## src/hdl/blip_pkg.sv

```systemverilog
`default_nettype none
package blip_pkg;

   // table geometry
   localparam int TABLE_DEPTH = 16;
   localparam int TYPE_COUNT  = 8;
   localparam int ADDR_W      = 4;
   localparam int CNT_W       = 5;
   localparam int TYPE_W      = 3;
   localparam int ID_W        = 48;
   localparam int LVL_W       = 8;
   localparam int WORD_W      = TYPE_W + ID_W + LVL_W;

   // actions
   localparam logic [1:0] ACT_ADD   = 2'd0;
   localparam logic [1:0] ACT_READ  = 2'd1;
   localparam logic [1:0] ACT_CLEAR = 2'd2;

   // status codes
   localparam logic [1:0] ST_OK       = 2'd0;
   localparam logic [1:0] ST_TOO_MANY = 2'd1;
   localparam logic [1:0] ST_BAD      = 2'd2;
   localparam logic [1:0] ST_FILTER   = 2'd3;

   // register indexes
   localparam logic [1:0] REG_AP_LIMIT    = 2'd0;
   localparam logic [1:0] REG_TOTAL_LIMIT = 2'd1;
   localparam logic [1:0] REG_AP_TYPE     = 2'd2;

   // nibble masks and OUI shift used by the twin test
   localparam logic [7:0] NIB_HI_MASK = 8'hF0;
   localparam logic [7:0] NIB_LO_MASK = 8'h0F;
   localparam int         OUI_SHIFT   = 24;

   // same OUI and at most one differing nibble in the low 24 bits
   function automatic logic twin_ids(input logic [ID_W-1:0] a, input logic [ID_W-1:0] b);
      logic [23:0] x;
      logic [2:0]  diffs;
      diffs = 3'd0;
      x = a[23:0] ^ b[23:0];
      for (int n = 0; n < 3; n++) begin
         if ((x[8*n +: 8] & NIB_LO_MASK) != 8'd0) diffs = diffs + 3'd1;
         if ((x[8*n +: 8] & NIB_HI_MASK) != 8'd0) diffs = diffs + 3'd1;
      end
      return (a[ID_W-1:OUI_SHIFT] == b[ID_W-1:OUI_SHIFT]) && (diffs <= 3'd1);
   endfunction

endpackage
`default_nettype wire

```

## src/hdl/blip_ram.sv

```systemverilog
`default_nettype none
module blip_ram #(
   parameter int WIDTH = 8,
   parameter int DEPTH = 16
) (
   input  wire logic                     clock,
   input  wire logic                     wr_en,
   input  wire logic [$clog2(DEPTH)-1:0] wr_addr,
   input  wire logic [WIDTH-1:0]         wr_data,
   input  wire logic [$clog2(DEPTH)-1:0] rd_addr,
   output logic      [WIDTH-1:0]         rd_data
);
   logic [WIDTH-1:0] mem [DEPTH];

   // write port and registered read port
   always_ff @(posedge clock) begin
      if (wr_en) mem[wr_addr] <= wr_data;
      rd_data <= mem[rd_addr];
   end
endmodule
`default_nettype wire

```

## src/hdl/beacon_list_insert_and_prune_top.sv

```systemverilog
`default_nettype none
// Reject, clear and bad action go straight to the result; a read goes through the table RAM.
// An add scans the table for its position and shifts entries to open a gap; a prune then
// runs pair tests over the AP rows or a spread test over interior APs, and moves entries on removal.
// One transaction at a time: the next is taken in the cycle the result shows,
// and the sequential table walk sets the pace.
// The receiver cannot stall: rsp_valid pulses for exactly one cycle.
// Reset clears counts and connected flags and returns the limits to their defaults.
module beacon_list_insert_and_prune_top (
   input  wire logic                      clock,
   input  wire logic                      reset,
   input  wire logic                      start,
   output logic                           busy,
   input  wire logic [1:0]                req_action,
   input  wire logic [3:0]                req_beacon_type,
   input  wire logic [47:0]               req_beacon_id,
   input  wire logic signed [7:0]         req_signal_level,
   input  wire logic                      req_is_connected,
   input  wire logic [3:0]                req_read_position,
   output logic                           rsp_valid,
   output logic [1:0]                     rsp_status,
   output logic [3:0]                     rsp_insert_position,
   output logic                           rsp_removed_valid,
   output logic [3:0]                     rsp_removed_position,
   output logic [4:0]                     rsp_entry_total,
   output logic [4:0]                     rsp_ap_total,
   output logic [2:0]                     rsp_read_type,
   output logic [47:0]                    rsp_read_id,
   output logic signed [7:0]              rsp_read_level,
   output logic                           rsp_read_connected,
   input  wire logic                      csr_valid,
   output logic                           csr_ready,
   input  wire logic [1:0]                csr_index,
   input  wire logic [3:0]                csr_data
);
   localparam logic [4:0] S_IDLE = 5'd0,  S_SCAN_RD = 5'd1, S_SCAN_EV = 5'd2,
                          S_SH_RD = 5'd3, S_SH_WR = 5'd4,   S_PUT = 5'd5,
                          S_PJ_RD = 5'd6, S_PJ_EV = 5'd7,   S_PI_RD = 5'd8,
                          S_PI_EV = 5'd9, S_DL_RD = 5'd10,  S_DL_EV = 5'd11,
                          S_DH_RD = 5'd12, S_DH_EV = 5'd13, S_DK_RD = 5'd14,
                          S_DK_EV = 5'd15, S_DK_CMP = 5'd16, S_DR_RD = 5'd17,
                          S_DR_WR = 5'd18, S_RD_RD = 5'd19, S_RD_EV = 5'd20,
                          S_FIN = 5'd21;

   logic [4:0]  state_ff, state_in;
   logic [3:0]  ap_limit_ff, ap_limit_in, total_limit_ff, total_limit_in;
   logic [2:0]  ap_code_ff, ap_code_in;
   logic [4:0]  used_ff, used_in, apc_ff, apc_in;
   logic [blip_pkg::TABLE_DEPTH-1:0] conn_ff, conn_in, conn_up, conn_dn;
   logic [4:0]  idx_ff, idx_in, jdx_ff, jdx_in, first_ff, first_in, last_ff, last_in;
   logic [4:0]  pos_ff, pos_in, victim_ff, victim_in;
   logic        first_set_ff, first_set_in, vfound_ff, vfound_in;
   logic        jap_ff, jap_in, vap_ff, vap_in;
   logic [3:0]  type_ff, type_in;
   logic [47:0] id_ff, id_in, jid_ff, jid_in;
   logic signed [7:0] lvl_ff, lvl_in, low_ff, low_in;
   logic signed [8:0] span_ff, span_in;
   logic signed [14:0] p1_ff, p1_in, p2_ff, p2_in;
   logic [15:0] worst_ff, worst_in;
   logic        cin_ff, cin_in, isap_ff, isap_in;
   logic [3:0]  rp_ff, rp_in;
   logic        valid_ff, valid_in;
   logic [1:0]  stat_ff, stat_in;
   logic [3:0]  insp_ff, insp_in, remp_ff, remp_in;
   logic        remv_ff, remv_in;
   logic [4:0]  etot_ff, etot_in, atot_ff, atot_in;
   logic [2:0]  rtype_ff, rtype_in;
   logic [47:0] rid_ff, rid_in;
   logic signed [7:0] rlvl_ff, rlvl_in;
   logic        rconn_ff, rconn_in;

   logic                               wr_en;
   logic [blip_pkg::ADDR_W-1:0]        wr_addr, rd_addr;
   logic [blip_pkg::WORD_W-1:0]        wr_data, rd_data;
   logic [2:0]                         m_type;
   logic [47:0]                        m_id;
   logic signed [7:0]                  m_lvl;
   logic [3:0]                         quota;
   logic [4:0]                         nonap, apc_new, kpos;
   logic                               is_ap_req, adv, lt;
   logic signed [8:0]                  dlev;
   logic signed [15:0]                 dev;
   logic [15:0]                        dev_abs;

   assign {m_type, m_id, m_lvl} = rd_data;

   blip_ram #(
      .WIDTH(blip_pkg::WORD_W),
      .DEPTH(blip_pkg::TABLE_DEPTH)
   ) u_table (
      .clock  (clock),
      .wr_en  (wr_en),
      .wr_addr(wr_addr),
      .wr_data(wr_data),
      .rd_addr(rd_addr),
      .rd_data(rd_data)
   );

   assign busy      = (state_ff != S_IDLE);
   assign csr_ready = 1'b1;

   assign rsp_valid            = valid_ff;
   assign rsp_status           = stat_ff;
   assign rsp_insert_position  = insp_ff;
   assign rsp_removed_valid    = remv_ff;
   assign rsp_removed_position = remp_ff;
   assign rsp_entry_total      = etot_ff;
   assign rsp_ap_total         = atot_ff;
   assign rsp_read_type        = rtype_ff;
   assign rsp_read_id          = rid_ff;
   assign rsp_read_level       = rlvl_ff;
   assign rsp_read_connected   = rconn_ff;

   // connected flags moved up or down by one entry
   assign conn_up = {conn_ff[blip_pkg::TABLE_DEPTH-2:0], 1'b0};
   assign conn_dn = {1'b0, conn_ff[blip_pkg::TABLE_DEPTH-1:1]};

   // table RAM addressing per sequencer step
   always_comb begin
      kpos    = first_ff + idx_ff;
      rd_addr = '0;
      wr_en   = 1'b0;
      wr_addr = '0;
      wr_data = rd_data;
      case (state_ff)
         S_SCAN_RD: rd_addr = idx_ff[3:0];
         S_SH_RD:   rd_addr = 4'(idx_ff - 5'd1);
         S_PJ_RD:   rd_addr = jdx_ff[3:0];
         S_PI_RD:   rd_addr = idx_ff[3:0];
         S_DL_RD:   rd_addr = first_ff[3:0];
         S_DH_RD:   rd_addr = last_ff[3:0];
         S_DK_RD:   rd_addr = kpos[3:0];
         S_DK_EV:   rd_addr = kpos[3:0];
         S_DR_RD:   rd_addr = 4'(idx_ff + 5'd1);
         S_RD_RD:   rd_addr = rp_ff;
         S_SH_WR: begin
            wr_en   = 1'b1;
            wr_addr = idx_ff[3:0];
         end
         S_PUT: begin
            wr_en   = 1'b1;
            wr_addr = pos_ff[3:0];
            wr_data = {type_ff[2:0], id_ff, lvl_ff};
         end
         S_DR_WR: begin
            wr_en   = 1'b1;
            wr_addr = idx_ff[3:0];
         end
         default: ;
      endcase
   end

   // sequencer
   always_comb begin
      state_in = state_ff;  ap_limit_in = ap_limit_ff;  total_limit_in = total_limit_ff;
      ap_code_in = ap_code_ff;  used_in = used_ff;  apc_in = apc_ff;  conn_in = conn_ff;
      idx_in = idx_ff;  jdx_in = jdx_ff;  first_in = first_ff;  last_in = last_ff;
      pos_in = pos_ff;  victim_in = victim_ff;  first_set_in = first_set_ff;
      vfound_in = vfound_ff;  jap_in = jap_ff;  vap_in = vap_ff;
      type_in = type_ff;  id_in = id_ff;  jid_in = jid_ff;
      lvl_in = lvl_ff;  low_in = low_ff;  span_in = span_ff;  p1_in = p1_ff;  p2_in = p2_ff;
      worst_in = worst_ff;  cin_in = cin_ff;  isap_in = isap_ff;  rp_in = rp_ff;
      valid_in = 1'b0;  stat_in = stat_ff;  insp_in = insp_ff;  remp_in = remp_ff;
      remv_in = remv_ff;  etot_in = etot_ff;  atot_in = atot_ff;  rtype_in = rtype_ff;
      rid_in = rid_ff;  rlvl_in = rlvl_ff;  rconn_in = rconn_ff;

      quota     = (total_limit_ff > ap_limit_ff) ? (total_limit_ff - ap_limit_ff) : 4'd0;
      nonap     = used_ff - apc_ff;
      is_ap_req = (req_beacon_type == {1'b0, ap_code_ff});
      lt        = ({1'b0, m_type} < type_ff);
      adv       = lt || (isap_ff && ({1'b0, m_type} == type_ff) && (m_lvl <= lvl_ff));
      apc_new   = apc_ff + {4'd0, isap_ff};
      dlev      = 9'(m_lvl) - 9'(low_ff);
      dev       = 16'(p1_ff) - 16'(p2_ff);
      dev_abs   = dev[15] ? 16'(-dev) : 16'(dev);

      // register writes
      if (csr_valid) begin
         case (csr_index)
            blip_pkg::REG_AP_LIMIT:    ap_limit_in    = csr_data;
            blip_pkg::REG_TOTAL_LIMIT: total_limit_in = csr_data;
            blip_pkg::REG_AP_TYPE:     ap_code_in     = csr_data[2:0];
            default: ;
         endcase
      end

      case (state_ff)
         S_IDLE: begin
            if (start) begin
               type_in = req_beacon_type;  id_in = req_beacon_id;
               lvl_in = req_signal_level;  cin_in = req_is_connected;
               isap_in = is_ap_req;  rp_in = req_read_position;
               stat_in = blip_pkg::ST_OK;  insp_in = '0;  remv_in = 1'b0;  remp_in = '0;
               rtype_in = '0;  rid_in = '0;  rlvl_in = '0;  rconn_in = 1'b0;
               state_in = S_FIN;
               case (req_action)
                  blip_pkg::ACT_ADD: begin
                     if (!is_ap_req && nonap >= {1'b0, quota})
                        stat_in = blip_pkg::ST_TOO_MANY;
                     else if (req_beacon_type >= 4'(blip_pkg::TYPE_COUNT))
                        stat_in = blip_pkg::ST_BAD;
                     else if (used_ff >= 5'(blip_pkg::TABLE_DEPTH))
                        stat_in = blip_pkg::ST_TOO_MANY;
                     else begin
                        idx_in = '0;  first_set_in = 1'b0;
                        state_in = S_SCAN_RD;
                     end
                  end
                  blip_pkg::ACT_READ: begin
                     if ({1'b0, req_read_position} < used_ff) state_in = S_RD_RD;
                     else stat_in = blip_pkg::ST_BAD;
                  end
                  blip_pkg::ACT_CLEAR: begin
                     used_in = '0;  apc_in = '0;  conn_in = '0;
                  end
                  default: stat_in = blip_pkg::ST_BAD;
               endcase
            end
         end
         // walk the table for the insert position
         S_SCAN_RD: begin
            if (idx_ff == used_ff) begin
               pos_in = idx_ff;
               if (!first_set_ff) first_in = idx_ff;
               idx_in = used_ff;
               state_in = S_SH_RD;
            end else state_in = S_SCAN_EV;
         end
         S_SCAN_EV: begin
            if (!lt && !first_set_ff) begin
               first_in = idx_ff;  first_set_in = 1'b1;
            end
            if (adv) begin
               idx_in = idx_ff + 5'd1;  state_in = S_SCAN_RD;
            end else begin
               pos_in = idx_ff;  idx_in = used_ff;  state_in = S_SH_RD;
               if (!first_set_ff && lt) first_in = idx_ff;
            end
         end
         // open a gap at the insert position
         S_SH_RD: state_in = (idx_ff == pos_ff) ? S_PUT : S_SH_WR;
         S_SH_WR: begin
            idx_in = idx_ff - 5'd1;  state_in = S_SH_RD;
         end
         S_PUT: begin
            for (int k = 0; k < blip_pkg::TABLE_DEPTH; k++) begin
               if (k > int'(pos_ff)) conn_in[k] = cin_ff ? 1'b0 : conn_up[k];
               else if (k == int'(pos_ff)) conn_in[k] = cin_ff;
               else conn_in[k] = cin_ff ? 1'b0 : conn_ff[k];
            end
            used_in = used_ff + 5'd1;
            apc_in  = apc_new;
            insp_in = pos_ff[3:0];
            if (isap_ff && apc_new > {1'b0, ap_limit_ff}) begin
               jdx_in  = first_ff;
               last_in = first_ff + apc_new - 5'd1;
               state_in = S_PJ_RD;
            end else state_in = S_FIN;
         end
         // pair search for virtual APs
         S_PJ_RD: state_in = (jdx_ff == last_ff) ? S_DL_RD : S_PJ_EV;
         S_PJ_EV: begin
            jid_in = m_id;  jap_in = (m_type == ap_code_ff);
            idx_in = jdx_ff + 5'd1;  state_in = S_PI_RD;
         end
         S_PI_RD: begin
            if (idx_ff > last_ff) begin
               jdx_in = jdx_ff + 5'd1;  state_in = S_PJ_RD;
            end else state_in = S_PI_EV;
         end
         S_PI_EV: begin
            if (blip_pkg::twin_ids(m_id, jid_ff)) begin
               victim_in = (m_id[23:0] < jid_ff[23:0]) ? jdx_ff : idx_ff;
               vap_in = (m_id[23:0] < jid_ff[23:0]) ? jap_ff : (m_type == ap_code_ff);
               state_in = S_DR_RD;
            end else begin
               idx_in = idx_ff + 5'd1;  state_in = S_PI_RD;
            end
         end
         // spread test over interior APs
         S_DL_RD: state_in = S_DL_EV;
         S_DL_EV: begin
            low_in = m_lvl;  state_in = S_DH_RD;
         end
         S_DH_RD: state_in = S_DH_EV;
         S_DH_EV: begin
            span_in = 9'(m_lvl) - 9'(low_ff);
            idx_in = 5'd1;  worst_in = '0;  vfound_in = 1'b0;
            state_in = S_DK_RD;
         end
         S_DK_RD: begin
            if (idx_ff + 5'd1 >= apc_ff) begin
               if (vfound_ff) begin
                  idx_in = victim_ff;  state_in = S_DR_RD;
               end else begin
                  stat_in = blip_pkg::ST_FILTER;  state_in = S_FIN;
               end
            end else state_in = S_DK_EV;
         end
         S_DK_EV: begin
            p1_in = 15'($signed({1'b0, apc_ff}) * dlev);
            p2_in = 15'($signed({1'b0, idx_ff}) * span_ff);
            state_in = S_DK_CMP;
         end
         S_DK_CMP: begin
            if (dev_abs > worst_ff) begin
               worst_in = dev_abs;  victim_in = kpos;  vfound_in = 1'b1;
               vap_in = (m_type == ap_code_ff);
            end
            idx_in = idx_ff + 5'd1;  state_in = S_DK_RD;
         end
         // close the gap left by the removed entry
         S_DR_RD: begin
            if (idx_ff + 5'd1 >= used_ff) begin
               for (int k = 0; k < blip_pkg::TABLE_DEPTH; k++) begin
                  if (k >= int'(victim_ff)) conn_in[k] = conn_dn[k];
               end
               used_in = used_ff - 5'd1;  apc_in = apc_ff - {4'd0, vap_ff};
               remv_in = 1'b1;  remp_in = victim_ff[3:0];
               state_in = S_FIN;
            end else state_in = S_DR_WR;
         end
         S_DR_WR: begin
            idx_in = idx_ff + 5'd1;  state_in = S_DR_RD;
         end
         S_RD_RD: state_in = S_RD_EV;
         S_RD_EV: begin
            rtype_in = m_type;  rid_in = m_id;  rlvl_in = m_lvl;
            rconn_in = conn_ff[rp_ff];
            state_in = S_FIN;
         end
         S_FIN: begin
            etot_in = used_ff;  atot_in = apc_ff;
            valid_in = 1'b1;  state_in = S_IDLE;
         end
         default: state_in = S_IDLE;
      endcase
   end

   // DR_RD entry needs idx at the victim on the pair path too
   always_ff @(posedge clock) begin
      if (reset) begin
         state_ff <= S_IDLE;  ap_limit_ff <= 4'd8;  total_limit_ff <= 4'd15;
         ap_code_ff <= 3'd1;  used_ff <= '0;  apc_ff <= '0;  conn_ff <= '0;
         valid_ff <= 1'b0;
      end else begin
         state_ff <= state_in;  ap_limit_ff <= ap_limit_in;
         total_limit_ff <= total_limit_in;  ap_code_ff <= ap_code_in;
         used_ff <= used_in;  apc_ff <= apc_in;  conn_ff <= conn_in;
         valid_ff <= valid_in;
      end
   end

   // working and result registers
   always_ff @(posedge clock) begin
      idx_ff <= (state_ff == S_PI_EV && state_in == S_DR_RD) ? victim_in : idx_in;
      jdx_ff <= jdx_in;  first_ff <= first_in;  last_ff <= last_in;  pos_ff <= pos_in;
      victim_ff <= victim_in;  first_set_ff <= first_set_in;  vfound_ff <= vfound_in;
      jap_ff <= jap_in;  vap_ff <= vap_in;
      type_ff <= type_in;  id_ff <= id_in;  jid_ff <= jid_in;  lvl_ff <= lvl_in;
      low_ff <= low_in;  span_ff <= span_in;  p1_ff <= p1_in;  p2_ff <= p2_in;
      worst_ff <= worst_in;  cin_ff <= cin_in;  isap_ff <= isap_in;  rp_ff <= rp_in;
      stat_ff <= stat_in;  insp_ff <= insp_in;  remp_ff <= remp_in;  remv_ff <= remv_in;
      etot_ff <= etot_in;  atot_ff <= atot_in;  rtype_ff <= rtype_in;  rid_ff <= rid_in;
      rlvl_ff <= rlvl_in;  rconn_ff <= rconn_in;
   end
endmodule
`default_nettype wire

```

## config.mk

```make
export PLATFORM = sky130hd
export DESIGN_NAME = beacon_list_insert_and_prune_top
export DESIGN_NICKNAME = d
export VERILOG_FILES = /design/src/hdl/blip_pkg.sv /design/src/hdl/blip_ram.sv /design/src/hdl/beacon_list_insert_and_prune_top.sv
export SDC_FILE = /design/constraint.sdc
export NUM_CORES = 2
export LEC_CHECK = 0
export BUFFER_PORTS_ARGS = -buffer_cell sky130_fd_sc_hd__buf_2
export CAP_MARGIN = 20
export CORE_ASPECT_RATIO = 1.75
export CORE_MARGIN = 2
export CORE_UTILIZATION = 56
export CTS_CLUSTER_DIAMETER = 30
export CTS_CLUSTER_SIZE = 16
export DETAILED_ROUTE_END_ITERATION = 7
export PLACE_DENSITY = 0.73
export SLEW_MARGIN = 20
export SYNTH_ARGS = -nofsm -noshare
export SYNTH_HDL_FRONTEND = slang
export SYNTH_SLANG_ARGS = --single-unit
export TNS_END_PERCENT = 1
```

## constraint.sdc

```tcl
create_clock -name clock -period 16.4 [get_ports clock]
set_input_delay 0 -clock clock [delete_from_list [all_inputs] [get_ports clock]]
set_output_delay 0 -clock clock [all_outputs]
set_load 0.01 [all_outputs]
```

==> metrics.txt <==
status complete, no violations; Pre-antenna DRT Iters 6; main combinational cell family by area after synthesis multiplexers; Tmin final 5.72 ns; Post-Route Skew 0.0298 ns; Hold Crit Depth 4; wire per inst 26.7 um; Yosys cell types 79; Max rail drop VDD 0.170 mV; H-tree depth 4; port bufs 159; Slew HR 24.4%; synthesized cell area 58700 um2; Chip Width 249 um; first-pass GRT wire length 221000 um; Post-synth top flop edfxtp_1; sequential fraction of the synthesis area 66.6%; num rows 157; Crit Reg-Reg Endpoint p1_ff[13]; grt ovf 0; Die ar. 108000 um2; P_leak 25.0 nW; Hold Crit Start csr_data[1]; placed cell area 61200 um2; clk slew on worst S/H paths 0.05 ns; Avg Synthesized Cell Area 15.8 um2; R2R setup slack 10.68 ns; FF-to-FF path depth 22; Yosys reg bits 1338; die height 432 um; Post-CTS Resized 0; initial drt markers 3993; EDFF count, synth 1231; max_cap viols 0; CTS buffer count 158; clock root buffer clkbuf_16; simple-gate share of the synthesized area 6.45%; Async SR Flop Fraction 0%; Tcrit/Tclk final 34.8%; worst-margin pin slew 1.13 ns; Initial Util 56.3%; Worst Hold Class in2reg; vias in the first global route 35400; final-report hold violation count 0; xor/xnor share of the synthesized area 2.09%; RSZ-0062 raised after global routing false; Core ar. 104000 um2; Worst EP required 16.91 ns; FF-to-FF Start low_ff[1]; total track usage 28.0%; antenna-violating nets left 0; routability cong. 0.951; Routed Wire Length 149000 um; PD cells 181 nW/um2; count of pins over their slew limit 0; Ys Warns 0; Fin Hold WS 0.0869 ns; Clk Latency, worst-skew pair 0.80 ns; Sum Neg Setup Slack 0 ns; Gate Count Post-Synth 3728; Final Power 12.3 mW; Residual DRC 0; fmax 0.175 GHz; WP data arrival 6.23 ns; drt via density 6.21; TritonCTS clock tree done; top fanout value on the critical path 6; Filler cells 7117; nets 4426; Critical Path Sink Type register; share of post-route cells with drive strength above 1 18.7%; Setup violations, final 0; synthesis-to-layout area growth 16.0%; Worst setup startpoint low_ff[1]; Adder-Cell Fraction of Synth Area 6.20%; initial antenna violation count 4; kind of critical path reg2reg; Startpoint Class register; Syn Nets 4058; pin count of the biggest net entering global routing 91; Final Util 65.3%; vias 34600; CTS max path bufs 3; post-route design area 68100 um2; num ports 161; Clock Sink Count 1338; post-synthesis mux area share 9.84%; worst setup path endpoint p1_ff[13]; Compound-Gate Fraction of Synth Area 6.28%; Detail Placement HPWL 87500 um
## sequential cells by signal, indices dropped and copies added, names as in the netlist, 8 cells and up, named ones only
signal           flops
conn_ff             16
id_ff               48
jid_ff              48
low_ff               8
lvl_ff               8
p1_ff               15
p2_ff               15
rsp_read_id         48
rsp_read_level       8
span_ff              9
u_table.mem        944
u_table.rd_data     59
worst_ff            16
## timing repair
action / 4_1_cts / 5_1_grt
hold buffers: 150 / 0
setup buffers: 0 / 0
setup endpoints to repair: 0 / 0
hold endpoints to repair: 113 / 0
## placed cells by master (no fill, tap or decap), types with 16 or more instances in the layout
cell type and n:
a21o_1 48, a21oi_1 129, a22oi_1 126, and2_1 129, buf_2 159, buf_4 68, clkbuf_16 162, clkinv_2 17
clkinvlp_4 17, dfxtp_1 107, dlygate4sd3_1 150, edfxtp_1 1231, fa_1 63, ha_1 190, inv_1 201, inv_6 25
mux2i_1 27, mux4_2 241, nand2_1 335, nand2b_1 27, nand3_1 34, nand4_1 16, nor2_1 115, nor2_4 22
nor2b_1 21, nor3_1 37, o211ai_1 20, o21a_1 17, o21ai_0 85, xnor2_1 85, xor2_1 50
## cell usage after synthesis (9+ instances only)
master / instances / area share (%)
nor4_1: 11 / 0.12
xor2_1: 50 / 0.75
buf_1: 18 / 0.12
edfxtp_1: 1231 / 63
a22oi_1: 126 / 1.6
nor2b_1: 21 / 0.22
clkbuf_1: 115 / 0.74
nor3_1: 37 / 0.32
inv_1: 203 / 1.3
dfxtp_1: 107 / 3.6
buf_2: 29 / 0.25
a211o_1: 10 / 0.15
a311oi_1: 10 / 0.15
o21a_1: 17 / 0.22
nand4_1: 16 / 0.17
mux4_2: 241 / 9.2
a221oi_1: 9 / 0.13
o21ai_0: 86 / 0.73
mux2i_1: 27 / 0.46
a21o_1: 48 / 0.61
fa_1: 63 / 2.1
nand2b_1: 27 / 0.29
ha_1: 190 / 4.0
o211ai_1: 20 / 0.26
nor2_1: 138 / 0.88
xnor2_1: 85 / 1.3
a21oi_1: 129 / 1.1
or3_1: 13 / 0.14
o22ai_1: 10 / 0.11
nand3_1: 34 / 0.29
a211oi_1: 14 / 0.18
and2_1: 129 / 1.4
nand2_1: 337 / 2.2
## cell type report
type | instances | area, um2 | area share, %
flip-flops and latches | 1338 | 39100 | 57.4
diodes | 1 | 2.50 | 0.00367
multi-input cells | 2015 | 18300 | 26.9
repair buffers | 378 | 2830 | 4.15
clock buffers | 177 | 4140 | 6.08
clock inverters | 114 | 1260 | 1.85
well taps | 1351 | 1690 | 2.48
inverters | 205 | 772 | 1.13
## worst max-delay path: stages, from the launching register on
cell and delay (ns):
edfxtp_1 0.35, inv_1 0.11, ha_1 0.24, nor2b_1 0.13, o21ai_0 0.21, a21boi_0 0.16
o21a_1 0.18, nor2_1 0.16, o21bai_1 0.08, a21oi_1 0.56, mux2_2 0.42, fa_1 0.48
inv_1 0.05, fa_1 0.46, fa_1 0.49, ha_1 0.35, inv_1 0.09, o21bai_1 0.07
a21oi_1 0.24, o21ai_0 0.18, a21o_1 0.21, a21oi_1 0.17, xnor2_1 0.08
## cells by family after synthesis
kind of cell,Yosys count
and+or+nand+nor,800
AOI/OAI and AO/OA,549
muxes,275
DFF,1338
buffers and inverters,375
xor gates and xnor gates,137
adders and majority gates,253
other,1
## layer usage
| layer | share of wire, % | GRT usage (%) | routed length (um) | vias up |
|---|---|---|---|---|
| met1 | 35 | 33.1 | 52800 | 17500 |
| met5 | 0.0081 | 0 | 12 | - |
| met2 | 52 | 49.4 | 77400 | 1668 |
| met3 | 7.2 | 4.65 | 10700 | 416 |
| met4 | 5.4 | 14.8 | 7990 | 2 |
| li1 | - | - | - | 15000 |
## worst min path at each step
stage                     to  slack (ns)
2_1_floorplan         cin_ff         0.1
3_3_place_gp       id_ff[17]        0.18
3_5_place_dp       id_ff[36]        0.18
4_1_cts        ap_code_ff[1]        0.06
5_1_grt           type_ff[3]        0.09
6_report       ap_code_ff[1]        0.09
## stage by stage
step                      std cells  worst slack (ns)
after floorplan                3728             11.17
after global routing           5579             10.32
after CTS                      5578             10.66
after detailed placement       5137             10.68
after global placement         5136             10.78
final                          5579             10.68
## report_power, final
| part | switching, mW | internal (mW) |
|---|---|---|
| Combinational | 2.34 | 1.49 |
| Clock | 1.48 | 2.09 |
| Sequential | 0.298 | 4.64 |
| Total | 4.11 | 8.22 |
(Power assumes the default switching activity.)
